==> config.mk <==
export PLATFORM = sky130hd
export DESIGN_NAME = bdm_ram
export DESIGN_NICKNAME = d
export VERILOG_FILES = /design/src/rtl/bdm_ram.sv
export SDC_FILE = /design/constraint.sdc
export NUM_CORES = 2
export LEC_CHECK = 0
export BUFFER_PORTS_ARGS = -buffer_cell sky130_fd_sc_hd__buf_4
export CORE_MARGIN = 10
export CORE_UTILIZATION = 36
export CTS_CLUSTER_SIZE = 8
export DETAILED_ROUTE_END_ITERATION = 10
export PLACE_DENSITY_LB_ADDON = 0.25
export SLEW_MARGIN = 30
export SYNTH_ARGS = -nofsm -noshare
export SYNTH_HDL_FRONTEND = slang
export SYNTH_SLANG_ARGS = --single-unit
==> constraint.sdc <==
create_clock -name clock -period 4.59 [get_ports clock]
set_input_delay 0.2295 -clock clock [delete_from_list [all_inputs] [get_ports clock]]
set_output_delay 0.2295 -clock clock [all_outputs]
set_load 0.005 [all_outputs]
==> src/rtl/bdm_ram.sv <==
// Generic simple dual-port RAM with a registered read port.
module bdm_ram #(
   parameter int WIDTH = 32,
   parameter int DEPTH = 64
) (
   input  logic                     clock,
   input  logic                     wr_en,
   input  logic [$clog2(DEPTH)-1:0] wr_addr,
   input  logic [WIDTH-1:0]         wr_data,
   input  logic [$clog2(DEPTH)-1:0] rd_addr,
   output logic [WIDTH-1:0]         rd_data
);

   logic [WIDTH-1:0] mem [DEPTH];
   logic [WIDTH-1:0] rd_data_ff;

   always_ff @(posedge clock) begin
      if (wr_en) begin
         mem[wr_addr] <= wr_data;
      end
      rd_data_ff <= mem[rd_addr];
   end

   assign rd_data = rd_data_ff;

endmodule

==> qor.txt <==
SETUP PATH
-------------------------------------------------------------------------------------------
Cells along the critical path ................................................ dlygate4sd3_1 -> buf_4 -> nor2b_1 -> nand3_1 -> nor2_4 -> buf_12
Worst-path maximum fanout ....................................................           18
Delay-heaviest family, CP .................................................... simple AND/OR/NAND/NOR gates
Critical Path End Type .......................................................     register
Largest incremental delay on the critical path ...............................      1070 ps
CP max stage cell ............................................................       nor2_4
Nature of the critical path startpoint .......................................    input pin
Data required time of the critical path ......................................      5150 ps
Type of the worst setup path ................................................. input pin to register
Count of buffer and inverter cells on the critical path ......................            3
Data arrival, critical path ..................................................      3410 ps

LAYOUT
-------------------------------------------------------------------------------------------
Final Instance Count excl. Fillers ...........................................         6687
Total number of nets in the final design .....................................         3769
Fill cell count ..............................................................        18527
Fraction of layout cells with a size suffix above 1 ..........................        30.5%
Area Growth Syn to Fin .......................................................        17.9%
Commonest non-fill, non-tap cell in the layout ...............................     edfxtp_1
Most used cells in the layout excluding fill and tap cells ................... edfxtp_1, mux4_2, clkbuf_16, buf_4, clkbuf_1
Multi-input gate area ........................................................   0.0160 mm2
Register cell area after layout ..............................................   0.0621 mm2

CLOCKING
-------------------------------------------------------------------------------------------
Inserted Clock Buffers .......................................................          310
Number of H-tree levels ......................................................            5
Clock-pin slew on the worst setup and hold paths .............................        50 ps
TritonCTS clock tree .........................................................         done
Clk root buf .................................................................    clkbuf_16
Worst-case clock buffer depth ................................................            4
Clock latency on the worst-skew pair .........................................       910 ps
Number of clock sinks ........................................................         2080

FLOORPLAN
-------------------------------------------------------------------------------------------
Height of the chip ...........................................................       487 um
Horizontal die dimension .....................................................       487 um
Area enclosed by the die boundary ............................................    0.237 mm2
Boundary pin count ...........................................................           78
Starting density of the core .................................................        36.2%
Std cell rows ................................................................          171
Core area ....................................................................    0.217 mm2

ROUTE
-------------------------------------------------------------------------------------------
First-pass DRT Iterations ....................................................            6
DR vias/cell .................................................................         5.53
Average detailed-routed wire length per instance .............................      31.1 um
Total DRC errors in the routed layout ........................................            0
Via count of the routed design ...............................................        37012
Final wirelength .............................................................    208000 um
Number of design-rule violations left by the first detailed-router iteration .         3977
Final antenna-violating net count ............................................            0

TIMING
-------------------------------------------------------------------------------------------
Max Clock Skew ...............................................................      50.4 ps
RSZ-0062 raised after global routing .........................................           no
Final count of hold timing violations ........................................            0
Setup WS post-layout .........................................................      1740 ps
Final clock period utilization by the worst path .............................        62.1%
Worst slew margin relative to its limit ......................................        31.9%
Transition at the pin with the smallest max-transition slack .................      1020 ps
Timing-limited maximum frequency .............................................      351 MHz
Final hold slack .............................................................       180 ps
Setup total negative slack ...................................................         0 ps
Setup-violating endpoint count in the final report ...........................            0
Number of max-slew violations in the final report ............................            0
Minimum clock period after layout ............................................      2850 ps

LOGIC SYNTHESIS
-------------------------------------------------------------------------------------------
Number of warnings reported in the yosys synthesis log .......................            0
Most used flip-flop cell after synthesis .....................................     edfxtp_1
Avg Cell Area, Syn ...........................................................     23.6 um2
Sequential area share after synthesis ........................................        79.1%
Post-Synthesis Cell Area .....................................................   0.0785 mm2
Post-Synthesis Net Count .....................................................         3370
Number of enable-type register cells in the synthesized netlist ..............         2048
Synthesized netlist cell count ...............................................         3324
Unique cell type count in the Yosys netlist ..................................           34
Synthesis-stage register bit count ...........................................         2080
Async set-or-reset flop fraction in the synthesized netlist ..................           0%

POWER
-------------------------------------------------------------------------------------------
Total power after layout .....................................................     43200 uW
Pwr per Cell Area ............................................................   466 mW/mm2
Leak Pwr .....................................................................    0.0289 uW
Peak supply drop .............................................................     0.357 mV

RUN STATUS
-------------------------------------------------------------------------------------------
Outcome ......................................................................    completed

PLACED DESIGN
-------------------------------------------------------------------------------------------
Setup slack at placement .....................................................       965 ps
Port-buffer cells ............................................................           77
Final Wtd Congestion .........................................................        0.745
Cell Count Post-Placement ....................................................         6228
Detailed Place HPWL ..........................................................    117000 um

JOB
-------------------------------------------------------------------------------------------
Max-capacitance violation count ..............................................            0

GLOBAL ROUTING
-------------------------------------------------------------------------------------------
Initial antenna violation count ..............................................           11
Via count of the first global-routing pass ...................................        38029
Largest net degree at the start of global routing ............................           68
Remaining global-route overflow ..............................................            0
Global-route wire length before repair .......................................    294000 um
GR Util All Layers ...........................................................        17.3%

WORST HOLD PATH
-------------------------------------------------------------------------------------------
Worst min-delay path category ................................................ input pin to register

## per-stage QoR
| step | area (um2) | util [%] |
|---|---|---|
| detailed placement | 83800 | 38.6 |
| floorplan | 78500 | - |
| global route | 92600 | 42.7 |
| CTS | 92600 | 42.7 |
| global placement | 83700 | 38.6 |
| finish | 92600 | 42.7 |
## worst min-delay path: stages
cell and delay [ps]:
buf_6 250, nor2_1 180, o32ai_1 180, nor3_1 170
## where the power goes
part | leakage (uW) | switching, uW | internal [uW]
clock network | 0.00407 | 7630 | 12500
registers | 0.0187 | 105 | 21100
logic | 0.00612 | 1160 | 757
total | 0.0289 | 8900 | 34300
## path summary, 6_finish.rpt
kind               start          end  slack [ps]  depth (start not counted)
min           rd_addr[3]  rd_data[17]         180                          4
max reg2reg  mem[31][25]  rd_data[25]        2360                          4
max           wr_addr[1]  mem[59][25]        1740                          6
min reg2reg  mem[28][20]  rd_data[20]         700                          4
## final cells by class
cell class | count | area share [%]
clock inverters | 4 | 0.0608
well taps | 2854 | 3.86
multi-input cells | 1062 | 17.2
repair buffers | 269 | 2.71
flip-flops and latches | 2080 | 67.1
clock buffers | 413 | 9.00
diodes | 5 | 0.0135
## state kept, by name, summed over array words and instances (netlist names)
register / cells
mem: 2048
rd_data: 32
## Yosys cell counts (all sizes together) (3+ instances only)
| master | count | area, um2 |
|---|---|---|
| a21oi | 62 | 310 |
| a22oi | 12 | 90.1 |
| a311oi | 8 | 70.1 |
| a41o | 4 | 40.0 |
| and3 | 4 | 25.0 |
| buf | 108 | 608 |
| clkbuf | 74 | 278 |
| dfxtp | 32 | 641 |
| edfxtp | 2048 | 61500 |
| mux2i | 93 | 931 |
| mux4 | 544 | 12300 |
| nand2 | 26 | 97.6 |
| nand2b | 8 | 50.1 |
| nand3 | 5 | 25.0 |
| nand3b | 5 | 37.5 |
| nor2 | 137 | 514 |
| nor2b | 15 | 93.8 |
| nor3 | 7 | 35.0 |
| o221ai | 27 | 236 |
| o22ai | 84 | 526 |
| o32ai | 4 | 35.0 |
| or2 | 3 | 18.8 |
| or3 | 3 | 18.8 |
| or3b | 5 | 43.8 |
## cells by family after synthesis
kind of cell	count (synthesis)	share of synthesized area [%]
AOI/OAI and AO/OA	202	1.67
buffers and inverters	182	1.13
and+or+nand+nor	223	1.27
DFF	2080	79.1
muxes	637	16.8
## layer usage
layer  part of all wire [%]  track usage [%]  vias to the layer above
met5                  0.013                0                        -
met4                    2.8             5.23                        4
met3                    6.1             3.15                      373
met2                     48             27.7                     1259
met1                     43             24.1                    20339
li1                       -                -                    15037
## what timing repair did
| item | 4_1_cts | 5_1_grt |
|---|---|---|
| setup buffers | 0 | 0 |
| hold buffers | 37 | 0 |
| endpoints found under the hold margin | 2096 | 0 |
| gates resized for setup | 0 | 0 |
Power figures use the tool's default switching activity.
