--- src/rtl/bdm_pkg.sv ---
// Shared types, widths and codes of the barcode demultiplexing matcher.
package bdm_pkg;

   localparam int MAX_BARCODES = 64;
   localparam int MAX_BASES    = 16;
   localparam int MAX_MISMATCH = 3;

   localparam int BASE_BITS = 3;
   localparam int BASES_W   = 48;
   localparam int IDX_W     = $clog2(MAX_BARCODES);
   localparam int SCAN_W    = IDX_W + 1;
   localparam int DIST_W    = $clog2(MAX_BASES + 1);
   localparam int ENTRY_W   = 6;
   localparam int MM_W      = 2;
   localparam int LEN_W     = 5;
   localparam int NUM_W     = 7;
   localparam int RLEN_W    = 16;
   localparam int CNT_W     = 32;
   localparam int STATUS_W  = 3;
   localparam int CSR_IDX_W = 2;
   localparam int CSR_DATA_W = 7;

   // Largest base code that is a real nucleotide (A, C, G, T); N and above are not.
   localparam logic [BASE_BITS-1:0] BASE_T = 3'd3;

   localparam logic OP_LOAD  = 1'b0;
   localparam logic OP_MATCH = 1'b1;

   localparam logic [STATUS_W-1:0] ST_MATCH_WRITTEN  = 3'd0;
   localparam logic [STATUS_W-1:0] ST_MATCH_SHORT    = 3'd1;
   localparam logic [STATUS_W-1:0] ST_NO_MATCH       = 3'd2;
   localparam logic [STATUS_W-1:0] ST_LOAD_OK        = 3'd3;
   localparam logic [STATUS_W-1:0] ST_LOAD_DUPLICATE = 3'd4;
   localparam logic [STATUS_W-1:0] ST_LOAD_BAD_INDEX = 3'd5;

   localparam logic [CSR_IDX_W-1:0] CSR_MAX_MISMATCHES = 2'd0;
   localparam logic [CSR_IDX_W-1:0] CSR_BARCODE_LENGTH = 2'd1;
   localparam logic [CSR_IDX_W-1:0] CSR_NUM_BARCODES   = 2'd2;

   typedef struct packed {
      logic               opcode;
      logic [ENTRY_W-1:0] entry_index;
      logic [BASES_W-1:0] bases;
      logic [RLEN_W-1:0]  read_length;
   } req_type;

   typedef struct packed {
      logic [STATUS_W-1:0] status;
      logic [ENTRY_W-1:0]  barcode_index;
      logic [MM_W-1:0]     mismatch_count;
      logic [LEN_W-1:0]    trim_length;
      logic [RLEN_W-1:0]   remaining_length;
      logic [CNT_W-1:0]    hit_count;
   } rsp_type;

   typedef struct packed {
      logic [DIST_W-1:0] diff_count;
      logic              bad;
      logic              equal;
   } cmp_result_type;

endpackage

--- src/rtl/bdm_compare.sv ---
// Position-wise comparison of one stored barcode against the leading bases of a read.
module bdm_compare import bdm_pkg::*; (
   input  logic [BASES_W-1:0] stored,
   input  logic [BASES_W-1:0] read_bases,
   input  logic [LEN_W-1:0]   length,
   output cmp_result_type     result
);

   always_comb begin
      result.diff_count = '0;
      result.bad        = 1'b0;
      result.equal      = 1'b1;
      for (int i = 0; i < MAX_BASES; i++) begin
         if (i < int'(length)) begin
            if (stored[i*BASE_BITS +: BASE_BITS] != read_bases[i*BASE_BITS +: BASE_BITS]) begin
               result.equal      = 1'b0;
               result.diff_count = result.diff_count + DIST_W'(1);
               // A differing read base that is not a nucleotide rules the entry out.
               if (read_bases[i*BASE_BITS +: BASE_BITS] > BASE_T) begin
                  result.bad = 1'b1;
               end
            end
         end
      end
   end

endmodule

--- config.mk ---
export PLATFORM = sky130hd
export DESIGN_NAME = bdm_compare
export DESIGN_NICKNAME = d
export VERILOG_FILES = /design/src/rtl/bdm_pkg.sv /design/src/rtl/bdm_compare.sv
export SDC_FILE = /design/constraint.sdc
export NUM_CORES = 1
export LEC_CHECK = 0
export ABC_AREA = 0
export BUFFER_PORTS_ARGS = -buffer_cell sky130_fd_sc_hd__buf_2
export CAP_MARGIN = 10
export CORE_MARGIN = 10
export CORE_UTILIZATION = 50
export DETAILED_ROUTE_END_ITERATION = 8
export PLACE_DENSITY = 0.77
export SLEW_MARGIN = 0
export SYNTH_ARGS = -nofsm -noshare
export SYNTH_HDL_FRONTEND = slang
export SYNTH_SLANG_ARGS = --single-unit
export TNS_END_PERCENT = 50
--- constraint.sdc ---
create_clock -name vclk -period 11.8
set_clock_uncertainty 0.05 [all_clocks]
set_input_delay 0.59 -clock vclk [all_inputs]
set_output_delay 0.59 -clock vclk [all_outputs]
set_load 0.05 [all_outputs]
==> impl_metrics.ini <==
[floorplanning]
floorplan.core_area_um2 = 5540
die_area_um2 = 9219
die_x_um = 96.02
die_h_um = 96.02
rows = 27
io_pins = 108
start_util = 0.5215

[status]
outcome = completed

[layout]
flops_and_latches = 0
nets = 573
antenna-diode-count = 0
clock_buffers = 0
layout-drive-gt1-share = 0.3399
fill_cells = 517
layout.area.seq_um2 = 0
layout-area-overhead-vs-synth_pct = 19.71

[critical_path]
start_kind = input pin
worst-endpoint-arrival_ns = 10.34
critical-path-max-stage-delay_ns = 0.61
critPathCaptureType = primary output
cpMostUsedCell = ha_1
worstPathRequired_ns = 11.16
critPathSlowestCell = or4_4
critPathKind = input pin to primary output
path_max_fanout = 17

[placed_design]
place.port_buffers = 108
detailedPlacementHpwl_um = 7961
dpl_worst_slack_ns = 0.8645
gp_congestion = 0.9126

[sta]
post-route-min-period_ns = 10.98
max-slew-margin-rel = 0.3956
finalMaxSlewViolations = 0
final_hold_violation_count = 0
tightest_slew_ns = 0.9065
min_period_over_period = 0.9308
setup_repair_after_global_routing_missed_its_margin = false
finalSetupViolations = 0
sum_of_negative_setup_slack_ns = 0
worst_slack_ns = 0.8162
fmax_ghz = 0.09104

[detailed_routing]
post_drt_wl_per_cell_um = 17.57
detail_route.first_pass.iterations = 4
dr_total_vias = 3114
drt.antenna.violating_nets = 0
drcViolationCount = 0
viasPerCell = 5.898
detail_route.wirelength_um = 9275
iteration_0_drc_markers = 163

[grt]
pin_count_of_the_biggest_net_entering_global_routing = 20
gr-total-overflow = 0
gr-usage-all-layers = 0.1897
first_global_vias = 3133
antenna_violations_before_repair = 0
global_route_wire_length_before_repair_um = 14740

[synth]
synth.area.top_cells = xnor2_1 (16%), xor2_1 (12%), ha_1 (6.1%)
synthesis.instances = 360
synth.lib_cells_used.distinct = 85
synthSimpleGateAreaFrac = 0.2005
avgSynthCellArea_um2 = 8.025
synth_sequential_area_ratio = 0
synth.most_common_cell = xnor2_1
synthMuxAreaShare = 0.02945
synth.net_count = 475
synth.cell_area_um2 = 2889
fraction_of_the_mapped_netlist_area_in_compound_gates = 0.3066
adder_and_majority_cell_fraction_of_the_synthesized_area = 0.06063
synth.top_cell.area_share = 0.1637
synth_top_area_cell = xnor2_1
xor_xnor_portion_of_the_synthesized_cell_area = 0.3651
synth-warning-count = 0
synth_top_family_by_area = XOR/XNOR gates
post_synth_most_frequent_cells = xnor2_1 (54), xor2_1 (39), nand2_1 (29)

[run]
max_cap_viol_count = 0

[clocking]
cts.hold.buffers_added = 0

[worst_hold_path]
hold_path_startpoint = read_bases[11]
min_to = result[1]
hold_depth = 4
timing.hold.worst.class = input pin to primary output
-- worst max-delay path, delay by kind of cell --
| kind | cells | cell delay, ns |
|---|---|---|
| mux | 3 | 0.70 |
| xor+xnor | 4 | 0.60 |
| fa+ha+maj | 10 | 2.97 |
| compound gates | 11 | 1.88 |
| simple gates | 16 | 3.00 |
| buf+inv | 4 | 0.60 |
-- per-stage QoR --
stage	std cells	hold WS (ns)	utilization	cell area, µm²
2_1_floorplan	360	1.542	-	2889
3_5_place_dp	528	1.644	0.6233	3453
6_report	528	1.654	0.6242	3458
4_1_cts	528	1.647	0.6233	3453
3_3_place_gp	528	1.654	0.6233	3453
5_1_grt	528	1.674	0.6242	3458
-- per-layer routing --
metal / vias to the layer above / track usage / share of wire
met2: 106 / 0.3464 / 0.47
met1: 1440 / 0.2386 / 0.45
li1: 1560 / - / -
met5: - / 0 / 0
met3: 8 / 0.01946 / 0.079
met4: 0 / 0.02334 / 0.0094
-- worst max path at each step --
stage,startpoint,end
5_1_grt,length[3],result[6]
4_1_cts,length[3],result[6]
3_3_place_gp,length[3],result[6]
6_report,length[3],result[6]
2_1_floorplan,length[3],result[6]
3_5_place_dp,length[3],result[6]
-- what timing repair did --
action	CTS	global route
setup endpoints to repair	0	1
gates resized for setup	0	1
buffers inserted	0	0
-- area by class of cell --
| class | instances | area, µm² | share of cell area |
|---|---|---|---|
| Multi-Input combinational cell | 338 | 2785 | 0.8054 |
| Inverter | 9 | 35.03 | 0.01013 |
| Timing Repair Buffer | 109 | 548.0 | 0.1585 |
| Tap cell | 72 | 90.09 | 0.02605 |
-- logic make-up after synthesis --
group,count (synthesis)
buffers and inverters,22
XOR/XNOR,105
multiplexers,8
adder cells (fa/ha/maj),14
AO/OA/AOI/OAI,104
AND/OR/NAND/NOR,107
-- cell usage in the layout, fill, tap and decap left out, drive strengths merged, types with 5 or more instances in the layout --
| cell type | netlist | routed |
|---|---|---|
| a22oi | 5 | 5 |
| buf | 6 | 109 |
| a21oi | 14 | 14 |
| or3 | 5 | 5 |
| inv | 8 | 8 |
| o21ai | 11 | 11 |
| nand2 | 30 | 30 |
| xnor2 | 61 | 61 |
| ha | 14 | 14 |
| xor2 | 41 | 41 |
| nand3 | 13 | 13 |
| a31oi | 11 | 11 |
| o31ai | 6 | 6 |
| nor3 | 11 | 11 |
| o31a | 5 | 5 |
| a32oi | 5 | 5 |
| nor2 | 19 | 19 |
Power is not shown: default switching activity piles up to over one toggle a cycle in this logic, so the estimate is an artifact.
